===== src/rtl/bhpq_pkg.sv =====
// Shared types and constants for the binary heap priority queue.
package bhpq_pkg;

  localparam int unsigned DATA_W     = 32;
  localparam int unsigned CNT_OUT_W  = 11;
  localparam int unsigned CMD_W      = 2;
  localparam int unsigned STAT_W     = 2;
  localparam int unsigned M_TDATA_W  = 48;
  localparam int unsigned M_PAD_W    = M_TDATA_W - DATA_W - CNT_OUT_W;

  typedef enum logic [CMD_W-1:0] {
    CMD_INSERT  = 2'd0,
    CMD_REMOVE  = 2'd1,
    CMD_REPLACE = 2'd2,
    CMD_CLEAR   = 2'd3
  } cmd_e;

  typedef enum logic [STAT_W-1:0] {
    STAT_OK    = 2'd0,
    STAT_FULL  = 2'd1,
    STAT_EMPTY = 2'd2
  } stat_e;

  typedef enum logic [3:0] {
    S_IDLE,
    S_DISPATCH,
    S_UP_RD,
    S_UP_CMP,
    S_RM_WAIT,
    S_RP_WAIT,
    S_DN_RD,
    S_DN_CMP,
    S_FINISH
  } state_e;

  typedef enum logic [2:0] {
    RD_NONE,
    RD_PARENT,
    RD_TOP,
    RD_TOP_LAST,
    RD_CHILDREN
  } rd_sel_e;

  typedef enum logic [1:0] {
    WR_NONE,
    WR_VAL,
    WR_PARENT,
    WR_CHILD
  } wr_sel_e;

  typedef enum logic [2:0] {
    POS_HOLD,
    POS_NEWLAST,
    POS_ROOT,
    POS_PARENT,
    POS_CHILD
  } pos_sel_e;

  typedef enum logic [1:0] {
    RES_HOLD,
    RES_ZERO,
    RES_TOP,
    RES_VAL
  } res_sel_e;

  typedef enum logic [1:0] {
    CNT_HOLD,
    CNT_CLEAR,
    CNT_INC,
    CNT_DEC
  } cnt_sel_e;

  // controller -> datapath
  typedef struct packed {
    logic     load_in;
    logic     val_from_last;
    cnt_sel_e cnt_sel;
    rd_sel_e  rd_sel;
    wr_sel_e  wr_sel;
    pos_sel_e pos_sel;
    res_sel_e res_sel;
    logic     st_load;
    stat_e    st_code;
    logic     load_out;
  } ctrl_cmd_t;

  // datapath -> controller
  typedef struct packed {
    cmd_e cmd;
    logic empty;
    logic full;
    logic cnt_one;
    logic at_root;
    logic up_go;
    logic rp_go;
    logic dn_more;
    logic dn_go;
  } dp_stat_t;

  // true when a must sit strictly above b
  function automatic logic comes_first(input logic [DATA_W-1:0] a,
                                       input logic [DATA_W-1:0] b,
                                       input logic max_first);
    logic gt;
    logic lt;
    gt = $signed(a) > $signed(b);
    lt = $signed(a) < $signed(b);
    return max_first ? gt : lt;
  endfunction

endpackage


===== src/rtl/bhpq_ctrl.sv =====
// Sequencing state machine for the heap priority queue.
module bhpq_ctrl
  import bhpq_pkg::*;
(
  input  logic      clk_i,
  input  logic      rst_ni,
  input  logic      s_valid_i,
  output logic      s_ready_o,
  output logic      m_valid_o,
  input  logic      m_ready_i,
  input  dp_stat_t  stat_i,
  output ctrl_cmd_t cmd_o
);

  state_e state_q, state_d;
  logic   out_valid_q, out_valid_d;

  always_ff @(posedge clk_i or negedge rst_ni) begin
    if (!rst_ni) begin
      state_q     <= S_IDLE;
      out_valid_q <= 1'b0;
    end else begin
      state_q     <= state_d;
      out_valid_q <= out_valid_d;
    end
  end

  assign s_ready_o = (state_q == S_IDLE);
  assign m_valid_o = out_valid_q;

  // next state
  always_comb begin
    state_d = state_q;
    case (state_q)
      S_IDLE: begin
        if (s_valid_i) state_d = S_DISPATCH;
      end
      S_DISPATCH: begin
        case (stat_i.cmd)
          CMD_INSERT:  state_d = stat_i.full  ? S_FINISH : S_UP_RD;
          CMD_REMOVE:  state_d = stat_i.empty ? S_FINISH : S_RM_WAIT;
          CMD_REPLACE: state_d = stat_i.empty ? S_FINISH : S_RP_WAIT;
          default:     state_d = S_FINISH;
        endcase
      end
      S_UP_RD:   state_d = stat_i.at_root ? S_FINISH : S_UP_CMP;
      S_UP_CMP:  state_d = stat_i.up_go ? S_UP_RD : S_FINISH;
      S_RM_WAIT: state_d = stat_i.cnt_one ? S_FINISH : S_DN_RD;
      S_RP_WAIT: state_d = stat_i.rp_go ? S_DN_RD : S_FINISH;
      S_DN_RD:   state_d = stat_i.dn_more ? S_DN_CMP : S_FINISH;
      S_DN_CMP:  state_d = stat_i.dn_go ? S_DN_RD : S_FINISH;
      S_FINISH: begin
        if (!out_valid_q || m_ready_i) state_d = S_IDLE;
      end
      default:   state_d = S_IDLE;
    endcase
  end

  // datapath commands
  always_comb begin
    cmd_o               = '0;
    cmd_o.cnt_sel       = CNT_HOLD;
    cmd_o.rd_sel        = RD_NONE;
    cmd_o.wr_sel        = WR_NONE;
    cmd_o.pos_sel       = POS_HOLD;
    cmd_o.res_sel       = RES_HOLD;
    cmd_o.st_code       = STAT_OK;
    out_valid_d         = out_valid_q && !m_ready_i;
    case (state_q)
      S_IDLE: begin
        cmd_o.load_in = s_valid_i;
      end
      S_DISPATCH: begin
        cmd_o.st_load = 1'b1;
        cmd_o.res_sel = RES_ZERO;
        case (stat_i.cmd)
          CMD_INSERT: begin
            if (stat_i.full) begin
              cmd_o.st_code = STAT_FULL;
            end else begin
              cmd_o.cnt_sel = CNT_INC;
              cmd_o.pos_sel = POS_NEWLAST;
            end
          end
          CMD_REMOVE: begin
            if (stat_i.empty) begin
              cmd_o.st_code = STAT_EMPTY;
            end else begin
              cmd_o.rd_sel = RD_TOP_LAST;
            end
          end
          CMD_REPLACE: begin
            if (stat_i.empty) begin
              cmd_o.res_sel = RES_VAL;
            end else begin
              cmd_o.rd_sel = RD_TOP;
            end
          end
          default: cmd_o.cnt_sel = CNT_CLEAR;
        endcase
      end
      S_UP_RD: begin
        if (stat_i.at_root) begin
          cmd_o.wr_sel = WR_VAL;
        end else begin
          cmd_o.rd_sel = RD_PARENT;
        end
      end
      S_UP_CMP: begin
        if (stat_i.up_go) begin
          cmd_o.wr_sel  = WR_PARENT;
          cmd_o.pos_sel = POS_PARENT;
        end else begin
          cmd_o.wr_sel = WR_VAL;
        end
      end
      S_RM_WAIT: begin
        cmd_o.res_sel       = RES_TOP;
        cmd_o.val_from_last = 1'b1;
        cmd_o.cnt_sel       = CNT_DEC;
        cmd_o.pos_sel       = POS_ROOT;
      end
      S_RP_WAIT: begin
        if (stat_i.rp_go) begin
          cmd_o.res_sel = RES_TOP;
          cmd_o.pos_sel = POS_ROOT;
        end else begin
          cmd_o.res_sel = RES_VAL;
        end
      end
      S_DN_RD: begin
        if (stat_i.dn_more) begin
          cmd_o.rd_sel = RD_CHILDREN;
        end else begin
          cmd_o.wr_sel = WR_VAL;
        end
      end
      S_DN_CMP: begin
        if (stat_i.dn_go) begin
          cmd_o.wr_sel  = WR_CHILD;
          cmd_o.pos_sel = POS_CHILD;
        end else begin
          cmd_o.wr_sel = WR_VAL;
        end
      end
      S_FINISH: begin
        if (!out_valid_q || m_ready_i) begin
          cmd_o.load_out = 1'b1;
          out_valid_d    = 1'b1;
        end
      end
      default: ;
    endcase
  end

  a_accept_dispatch: assert property (@(posedge clk_i) disable iff (!rst_ni)
    s_valid_i && s_ready_o |=> state_q == S_DISPATCH)
    else $error("accepted word not dispatched");

  a_no_overwrite: assert property (@(posedge clk_i) disable iff (!rst_ni)
    cmd_o.load_out |-> (!out_valid_q || m_ready_i))
    else $error("output word overwritten while stalled");

  a_valid_from_finish: assert property (@(posedge clk_i) disable iff (!rst_ni)
    $rose(out_valid_q) |-> $past(state_q == S_FINISH))
    else $error("output valid without finished command");

endmodule


===== config.mk =====
export PLATFORM = sky130hd
export DESIGN_NAME = bhpq_ctrl
export DESIGN_NICKNAME = d
export VERILOG_FILES = /design/src/rtl/bhpq_pkg.sv /design/src/rtl/bhpq_ctrl.sv
export SDC_FILE = /design/constraint.sdc
export NUM_CORES = 1
export LEC_CHECK = 0
export BUFFER_PORTS_ARGS = -buffer_cell sky130_fd_sc_hd__buf_4
export CORE_MARGIN = 8
export CORE_UTILIZATION = 30
export DETAILED_ROUTE_END_ITERATION = 7
export PLACE_DENSITY = 0.59
export SLEW_MARGIN = 20
export SYNTH_ARGS = -nofsm -noshare
export SYNTH_HDL_FRONTEND = slang
export SYNTH_SLANG_ARGS = --single-unit

===== constraint.sdc =====
create_clock -name clk_i -period 2.4 [get_ports clk_i]
set_clock_uncertainty 0.2 [all_clocks]
set_input_delay 0.48 -clock clk_i [delete_from_list [all_inputs] [get_ports clk_i]]
set_output_delay 0.48 -clock clk_i [all_outputs]
set_load 0.05 [all_outputs]

=== Yosys cells after proc, flatten, opt, wreduce, memory -nomap -nowiden ===
Index checks and enable logic that the tools add are counted.

* Register bits after elaboration: 5
* Input bits: 14
* Output and inout port bits: 20
* Logic and storage cells: 69

* Equal/unequal tests: 12
* Muxes and demuxes: 47
* Reductions and logical operators: 8

{| class="wikitable"
|+ Operators with widths
! kind !! count
|-
| $mux W4 || 11
|-
| $pmux W4 S9 || 1
|-
| $mux W2 || 10
|-
| $eq A4 B3 Y1 const B || 4
|-
| $pmux W3 S5 || 1
|-
| $mux W1 || 13
|-
| $pmux W2 S2 || 3
|-
| $pmux W4 S3 || 1
|-
| $mux W3 || 3
|-
| $pmux W3 S3 || 1
|-
| $eq A4 B2 Y1 const B || 2
|-
| $pmux W2 S4 || 1
|-
| $pmux W2 S3 || 1
|-
| $pmux W3 S2 || 1
|-
| $eq A4 B1 Y1 const B || 1
|-
| $eq A4 B4 Y1 const B || 1
|-
| $logic_not A4 Y1 || 1
|-
| $ne A2 B2 Y1 const B || 2
|-
| $eq A2 B1 Y1 const B || 1
|-
| $eq A2 B2 Y1 const B || 1
|-
| $logic_not A1 Y1 || 2
|-
| $logic_not A2 Y1 || 1
|-
| $reduce_and A2 Y1 || 1
|-
| $reduce_or A2 Y1 || 1
|-
| other kinds (2) || 2
|}

=== Depth between registers and ports, before layout ===
Gate-level depths: netlist (run 1).

* Depth after elaboration: 4
* Mapped depth: 5
* Mapped depth without buffers: 5

=== Worst setup path after synthesis (run 1) ===
Ideal clock, no wire load.

* Path kind: flip-flop to output port
* Start point: register state_q[1]
* End point: output cmd_o[17] (netlist bit)
* Arrival time: 2.860 ns
* Data required time: 1.720 ns
* Setup slack: -1.140 ns
* Cell stages (with the launch flop): 5
* Buffers on the path: 2
* Cell sequence: dfrtp_1 -> buf_2 -> buf_1 -> nor4_1 -> and2_1

{| class="wikitable"
|+ RTL lines
! item !! RTL line !! text
|-
| start, declared || bhpq_ctrl.sv:15 || <nowiki>state_e state_q, state_d;</nowiki>
|-
| start signal, assigned || bhpq_ctrl.sv:23 || <nowiki>state_q <= state_d;</nowiki>
|-
| end, declared || bhpq_ctrl.sv:12 || <nowiki>output ctrl_cmd_t cmd_o</nowiki>
|}

==> results of run 1 <==
==> routing by layer <==
layer	wire length (um)	vias to the layer above	share of wire [%]	GRT usage, %
li1	-	392	-	-
met5	0	-	0	0
met4	21	0	0.99	2.92
met3	225	2	11	5.35
met1	926	362	43	14.2
met2	957	34	45	15.5
==> stage by stage <==
step,cells,utilization (%),setup TNS (ns),power [mW]
6_report,153,54.4,-0.0352,1.43
5_1_grt,153,54.4,-0.282,1.53
4_1_cts,149,50.9,-0.0554,1.36
3_5_place_dp,144,47.9,0,1.23
3_3_place_gp,144,47.9,0,1.23
2_1_floorplan,84,-,-1.23,0.939
==> registers in the layout (all words and copies together), names as in the netlist <==
register   flops
m_valid_o      1
state_q        4
==> kinds of logic after synthesis <==
| kind of cell | after synthesis |
|---|---|
| simple gates | 41 |
| compound gates | 23 |
| buf+inv | 11 |
| flops | 5 |
| fa+ha+maj | 4 |
==> power breakdown <==
| group | internal, mW | leakage [nW] | switching, mW | total (mW) |
|---|---|---|---|---|
| registers | 0.123 | 0.0659 | 0.0237 | 0.146 |
| logic | 0.438 | 0.464 | 0.753 | 1.19 |
| clock network | 0.0629 | 0.0150 | 0.0350 | 0.0979 |
==> cell usage after synthesis <==
| cell type | instances |
|---|---|
| a32oi_1 | 1 |
| nand3b_1 | 2 |
| inv_1 | 5 |
| o41ai_1 | 1 |
| dfrtp_1 | 5 |
| nor2b_1 | 2 |
| nor4b_1 | 1 |
| buf_1 | 2 |
| buf_6 | 2 |
| nor3b_1 | 1 |
| buf_2 | 2 |
| and3_1 | 3 |
| o21ai_0 | 3 |
| a2bb2oi_1 | 2 |
| a21o_1 | 3 |
| a221oi_1 | 1 |
| a32o_1 | 1 |
| nand2_1 | 6 |
| nor2_1 | 8 |
| a31oi_1 | 2 |
| nand4b_1 | 1 |
| or4b_4 | 1 |
| and2_1 | 4 |
| nor3_1 | 2 |
| o31ai_1 | 3 |
| or4_1 | 1 |
| ha_1 | 4 |
| nor4_1 | 2 |
| a211oi_1 | 1 |
| nand2b_1 | 4 |
| or3_1 | 1 |
| nand3_1 | 1 |
| nor3_2 | 1 |
| a21oi_1 | 5 |
==> layout by cell type, fill, tap and decap left out, types with 2 or more instances in the layout <==
| cell | instances |
|---|---|
| a21oi_1 | 5 |
| inv_1 | 4 |
| and2_1 | 4 |
| ha_1 | 4 |
| nor3_2 | 2 |
| buf_4 | 35 |
| a31oi_1 | 2 |
| and3_2 | 2 |
| nand2b_1 | 3 |
| o21ai_0 | 2 |
| dfrtp_1 | 5 |
| a21o_1 | 3 |
| buf_8 | 2 |
| clkbuf_4 | 3 |
| buf_6 | 6 |
| nand3b_1 | 2 |
| a2bb2oi_1 | 2 |
| o31ai_1 | 3 |
| nand2_1 | 5 |
| nor2_1 | 7 |
==> how the worst max path moves through the flow <==
stage | endpoint | slack, ns | depth (start not counted)
final | cmd_o[15] | -0.02 | 5
after global routing | cmd_o[6] | -0.07 | 5
after CTS | cmd_o[15] | -0.03 | 5
after detailed placement | cmd_o[15] | 0.21 | 5
after global placement | cmd_o[9] | 0.20 | 7
after floorplan | cmd_o[17] | -0.49 | 4
==> worst max-delay path: stages, from the launching register on <==
cell and delay, ns:
dfrtp_1 0.38, or4b_4 0.59, clkinvlp_4 0.12, nand3b_1 0.14, nand2b_2 0.12, buf_8 0.15
==> final cells by class <==
| cell class | count | area (um^2) |
|---|---|---|
| clock buffers | 4 | 26.3 |
| fillers | 192 | 905 |
| inverters | 5 | 22.5 |
| multi-input cells | 68 | 499 |
| flip-flops and latches | 5 | 125 |
| well taps | 27 | 33.8 |
| repair buffers | 44 | 370 |
==> what timing repair did <==
| item | 4_1_cts | 5_1_grt |
|---|---|---|
| setup endpoints to repair | 5 | 8 |
| setup buffers | 0 | 4 |
| gates resized for setup | 7 | 9 |
| pin swaps | 1 | 3 |
| hold endpoints to repair | 5 | 0 |
| hold buffers | 1 | 0 |
==> results by group, run 1 <==
Floorplan
  • Row cnt: 16
  • DIE AREA: 0.00383 mm^2
  • Chip height: 61.9 um
  • Die width: 61.9 um
  • Initial Utilization: 31.9%
  • Num ports: 34
  • Core Box Area: 0.00198 mm^2

STA
  • Final Hold Violating Endpoints: 0
  • Hold Worst Slack: 0.276 ns
  • Post-route setup slack: -0.0168 ns
  • Worst slew margin: 73.3%
  • Final Setup Violations: 3
  • F_max: 414 MHz
  • Min cycle time layout: 2.42 ns
  • Period utilization: 101%
  • RSZ-0062 raised after global routing: yes
  • Max-slew violations: 0
  • Worst-margin pin slew: 0.401 ns

Outcome
  • Failing checks: negative setup slack
  • Run status: finished, violations left

Place
  • IO Port Bufs: 33
  • Gpl congestion: 0.874
  • Area of placed instances: 950 um^2
  • Post-DP HPWL: 1.66 mm
  • Pre-CTS setup slack: 0.205 ns

Drt
  • Final wirelength: 2.13 mm
  • Iteration-0 DRC Markers: 7
  • Pre-antenna DRT Iters: 4
  • Remaining DRCs: 0
  • Antenna Violating Nets Remaining: 0
  • WL per Instance: 13.9 um
  • Vias post-DR: 790
  • Vias per inst: 5.16

Logic synthesis
  • Synth Area in Simple Gates: 37.8%
  • Post-synthesis cell area: 632 um^2
  • Post-synth cell types: 34
  • Synth Area in Compound Gates: 25.1%
  • Sequential fraction of the synthesis area: 19.8%
  • Multiplexer share of the synthesized area: 0%
  • Adder-Cell Fraction of Synth Area: 7.92%
  • Synth Area in XOR/XNOR: 0%
  • Largest area contributor in the netlist: dfrtp_1
  • Ys Warns: 0
  • Cells after Synth: 84
  • Syn Area/Cell: 7.52 um^2
  • Post-Syn Nets: 102
  • Main combinational cell family by area after synthesis: simple AND/OR/NAND/NOR gates
  • Synth top area share: 19.8%
  • Yosys reg bits: 5
  • Top cells by area, synth: dfrtp_1 (20%), ha_1 (7.9%), nor2_1 (4.8%), a21oi_1 (4.0%), and2_1 (4.0%)

Finish
  • Layout cells sized above 1: 49.2%
  • Fin nets: 145
  • Design area: 0.00108 mm^2
  • Layout area overhead: 70.5%
  • Ant diodes: 0

Power
  • PD cells: 1330 mW/mm^2
  • Peak supply drop: 0.684 mV
  • Leak Pwr: 0.545 nW

Worst hold path
  • Hold Crit Start: stat_i[7]
  • Worst Hold End: state_q[2]
  • Worst hold path cell count: 2
  • Worst Hold Class: input port to flip-flop

Setup path
  • Crit path launch type: flip-flop
  • CP max FO: 5
  • Worst R2R Path Depth: 6
  • Reg-to-reg startpoint: state_q[1]
  • CP Launch Point: state_q[2]
  • Worst Setup Path Type: flip-flop to primary output
  • Req. time, crit path: 1.72 ns
  • FF-to-FF End: state_q[3]
  • Flop-to-flop setup slack: 0.42 ns
  • Setup crit end kind: primary output
  • Worst Path Arrival: 1.74 ns

Clock tree
  • Maximum clock insertion buffer count: 2
  • Root Buffer: clkbuf_4
  • Clk slew on worst S/H paths: 0.04 ns
  • CTS tree: yes
  • Clock sinks: 5
  • Num CTS Buffers: 3
  • Htree depth: 1
  • Clk_lat worst skew: 0.24 ns

Global routing
  • Grt ovf: 0
  • Vias in the first global route: 711
  • Largest net degree at the start of global routing: 20
  • Total GRT Usage: 10.9%
  • First-pass GRT wire length: 3.19 mm
  • Initial antenna violation count: 0

Job
  • Maxcap violations: 0
(Power assumes the default switching activity.)
==> run 2: changes to the inputs <==
--- a/config.mk
+++ b/config.mk
@@ -6,10 +6,12 @@
 export NUM_CORES = 1
 export LEC_CHECK = 0
 export BUFFER_PORTS_ARGS = -buffer_cell sky130_fd_sc_hd__buf_4
+export CELL_PAD_IN_SITES_DETAIL_PLACEMENT = 1
+export CELL_PAD_IN_SITES_GLOBAL_PLACEMENT = 1
 export CORE_MARGIN = 8
-export CORE_UTILIZATION = 30
+export CORE_UTILIZATION = 29
 export DETAILED_ROUTE_END_ITERATION = 7
-export PLACE_DENSITY = 0.59
+export PLACE_DENSITY = 0.79
 export SLEW_MARGIN = 20
 export SYNTH_ARGS = -nofsm -noshare
 export SYNTH_HDL_FRONTEND = slang
==> run 2 against run 1 <==
- the flow still finishes with violations (negative setup slack)
- cell count shrank 0.65%
- die area grew 2.5%
- via count grew 1.5%
- flip-flop and latch count is the same
- combinational power is essentially flat
- core utilization shrank 4.8 points
- critical path depth is the same
- register-to-register slack gained 0.12 ns
- worst setup slack lost 0.033 ns
- wire length grew 11%
- clock power grew 0.5%
==> results by group, run 2 (same netlist as run 1, synthesis figures left out) <==
Global routing
  • Grt ovf: 0
  • Vias in the first global route: 895
  • Largest net degree at the start of global routing: 20
  • Initial antenna violation count: 0
  • First-pass GRT wire length: 4.08 mm
  • Total GRT Usage: 12.4%

STA
  • Setup TNS Final: -0.138 ns
  • Post-route setup slack: -0.0500 ns
  • F_max: 408 MHz
  • Period utilization: 102%
  • Worst slew margin: 77.1%
  • Worst-margin pin slew: 0.343 ns
  • Max-slew violations: 0
  • Hold Worst Slack: 0.291 ns
  • Final Hold Violating Endpoints: 0
  • RSZ-0062 raised after global routing: yes
  • Min cycle time layout: 2.45 ns
  • Final Setup Violations: 5

Setup path
  • Req. time, crit path: 1.72 ns
  • Worst Setup Path Type: flip-flop to primary output
  • Flop-to-flop setup slack: 0.54 ns
  • Setup crit end kind: primary output
  • CP max FO: 5
  • Worst Path Arrival: 1.77 ns
  • Crit path launch type: flip-flop

Place
  • IO Port Bufs: 33
  • Area of placed instances: 943 um^2
  • Pre-CTS setup slack: 0.170 ns
  • Gpl congestion: 0.815
  • Post-DP HPWL: 1.90 mm
  • # placed instances: 144

Outcome
  • Failing checks: negative setup slack
  • Run status: finished, violations left

Finish
  • Max reg flops: 4
  • Utilization after layout: 49.6%
  • Most frequent cells in the layout: buf_4 (32), buf_6 (8), nor2_1 (7)
  • Final Non-Filler Cells: 152
  • Most common cell after layout, fill and taps aside: buf_4
  • Layout cells sized above 1: 46.8%
  • Design area: 0.00105 mm^2
  • Ant diodes: 0
  • Fillers: 270
  • Largest register by flop count: state_q
  • Fin nets: 143
  • Layout area overhead: 66.9%

Floorplan
  • DIE AREA: 0.00393 mm^2
  • Die width: 62.7 um
  • Core Box Area: 0.00213 mm^2
  • Initial Utilization: 29.7%
  • Chip height: 62.7 um
  • Row cnt: 17
  • Num ports: 34

Clock tree
  • Num CTS Buffers: 3
  • Htree depth: 1
  • Clk_lat worst skew: 0.24 ns
  • Clk slew on worst S/H paths: 0.04 ns
  • CTS tree: yes
  • Clock sinks: 5
  • Root Buffer: clkbuf_4
  • Maximum clock insertion buffer count: 2

Worst hold path
  • Worst Hold Class: input port to flip-flop

Drt
  • Vias post-DR: 802
  • Final wirelength: 2.36 mm
  • Vias per inst: 5.28
  • WL per Instance: 15.5 um
  • Pre-antenna DRT Iters: 4
  • Iteration-0 DRC Markers: 13
  • Antenna Violating Nets Remaining: 0
  • Remaining DRCs: 0

Power
  • Switching Power: 0.812 mW
  • Comb power frac: 82.8%
  • Peak supply drop: 0.842 mV
  • Switching Fraction: 57.1%
  • Leak Pwr: 0.533 nW
  • Power Total: 1.42 mW
  • Int Pwr: 0.611 mW
  • Fraction of power consumed by sequential logic: 10.3%
  • Clk pwr share: 6.9%
  • PD cells: 1350 mW/mm^2

Job
  • Maxcap violations: 0
## run 2: layer usage
| layer | up-vias | global-route usage [%] | part of all wire (%) |
|---|---|---|---|
| met5 | - | 0 | 0 |
| met4 | 0 | 4.27 | 1.7 |
| met3 | 7 | 4.84 | 6.9 |
| met2 | 27 | 23.0 | 52 |
| met1 | 380 | 12.1 | 39 |
| li1 | 388 | - | - |
## run 2: layout make-up
type / instances / area (um^2) / area share, %
clock buffers: 4 / 26.3 / 2.49
inverters: 5 / 22.5 / 2.14
multi-input cells: 68 / 490 / 46.5
flip-flops and latches: 5 / 125 / 11.9
well taps: 28 / 35.0 / 3.32
repair buffers: 42 / 355 / 33.7
## run 2: worst paths after layout
path / startpoint / to / cells past startpoint
setup reg to reg: state_q[2] / state_q[3] / 6
hold reg to reg: m_valid_o / m_valid_o / 2
hold / removal: s_valid_i / state_q[0] / 3
max in group asynchronous: rst_ni / state_q[0] / 2
min in group asynchronous: rst_ni / state_q[3] / 2
setup / recovery: state_q[2] / cmd_o[15] / 5
## run 2: power groups by stage
stage / Clock [mW] / Combinational [mW] / Sequential, mW
CTS: 0.102 / 1.16 / 0.147
global route: 0.108 / 1.25 / 0.152
global placement: 0 / 1.07 / 0.143
floorplan: 0 / 0.773 / 0.166
finish: 0.0984 / 1.18 / 0.147
detailed placement: 0 / 1.08 / 0.148
## run 2: timing repair
action,CTS,global route
hold buffers,1,0
setup endpoints to repair,6,9
endpoints found under the hold margin,5,0
resized for setup,9,6
buffers inserted,3,0
pin swaps,2,2
## run 2: critical path, cell delays in order (launching register included)
cell and delay [ns]:
dfrtp_1 0.38, or4b_4 0.58, clkinvlp_4 0.12, nand3b_1 0.16, nand2b_2 0.13, buf_8 0.15
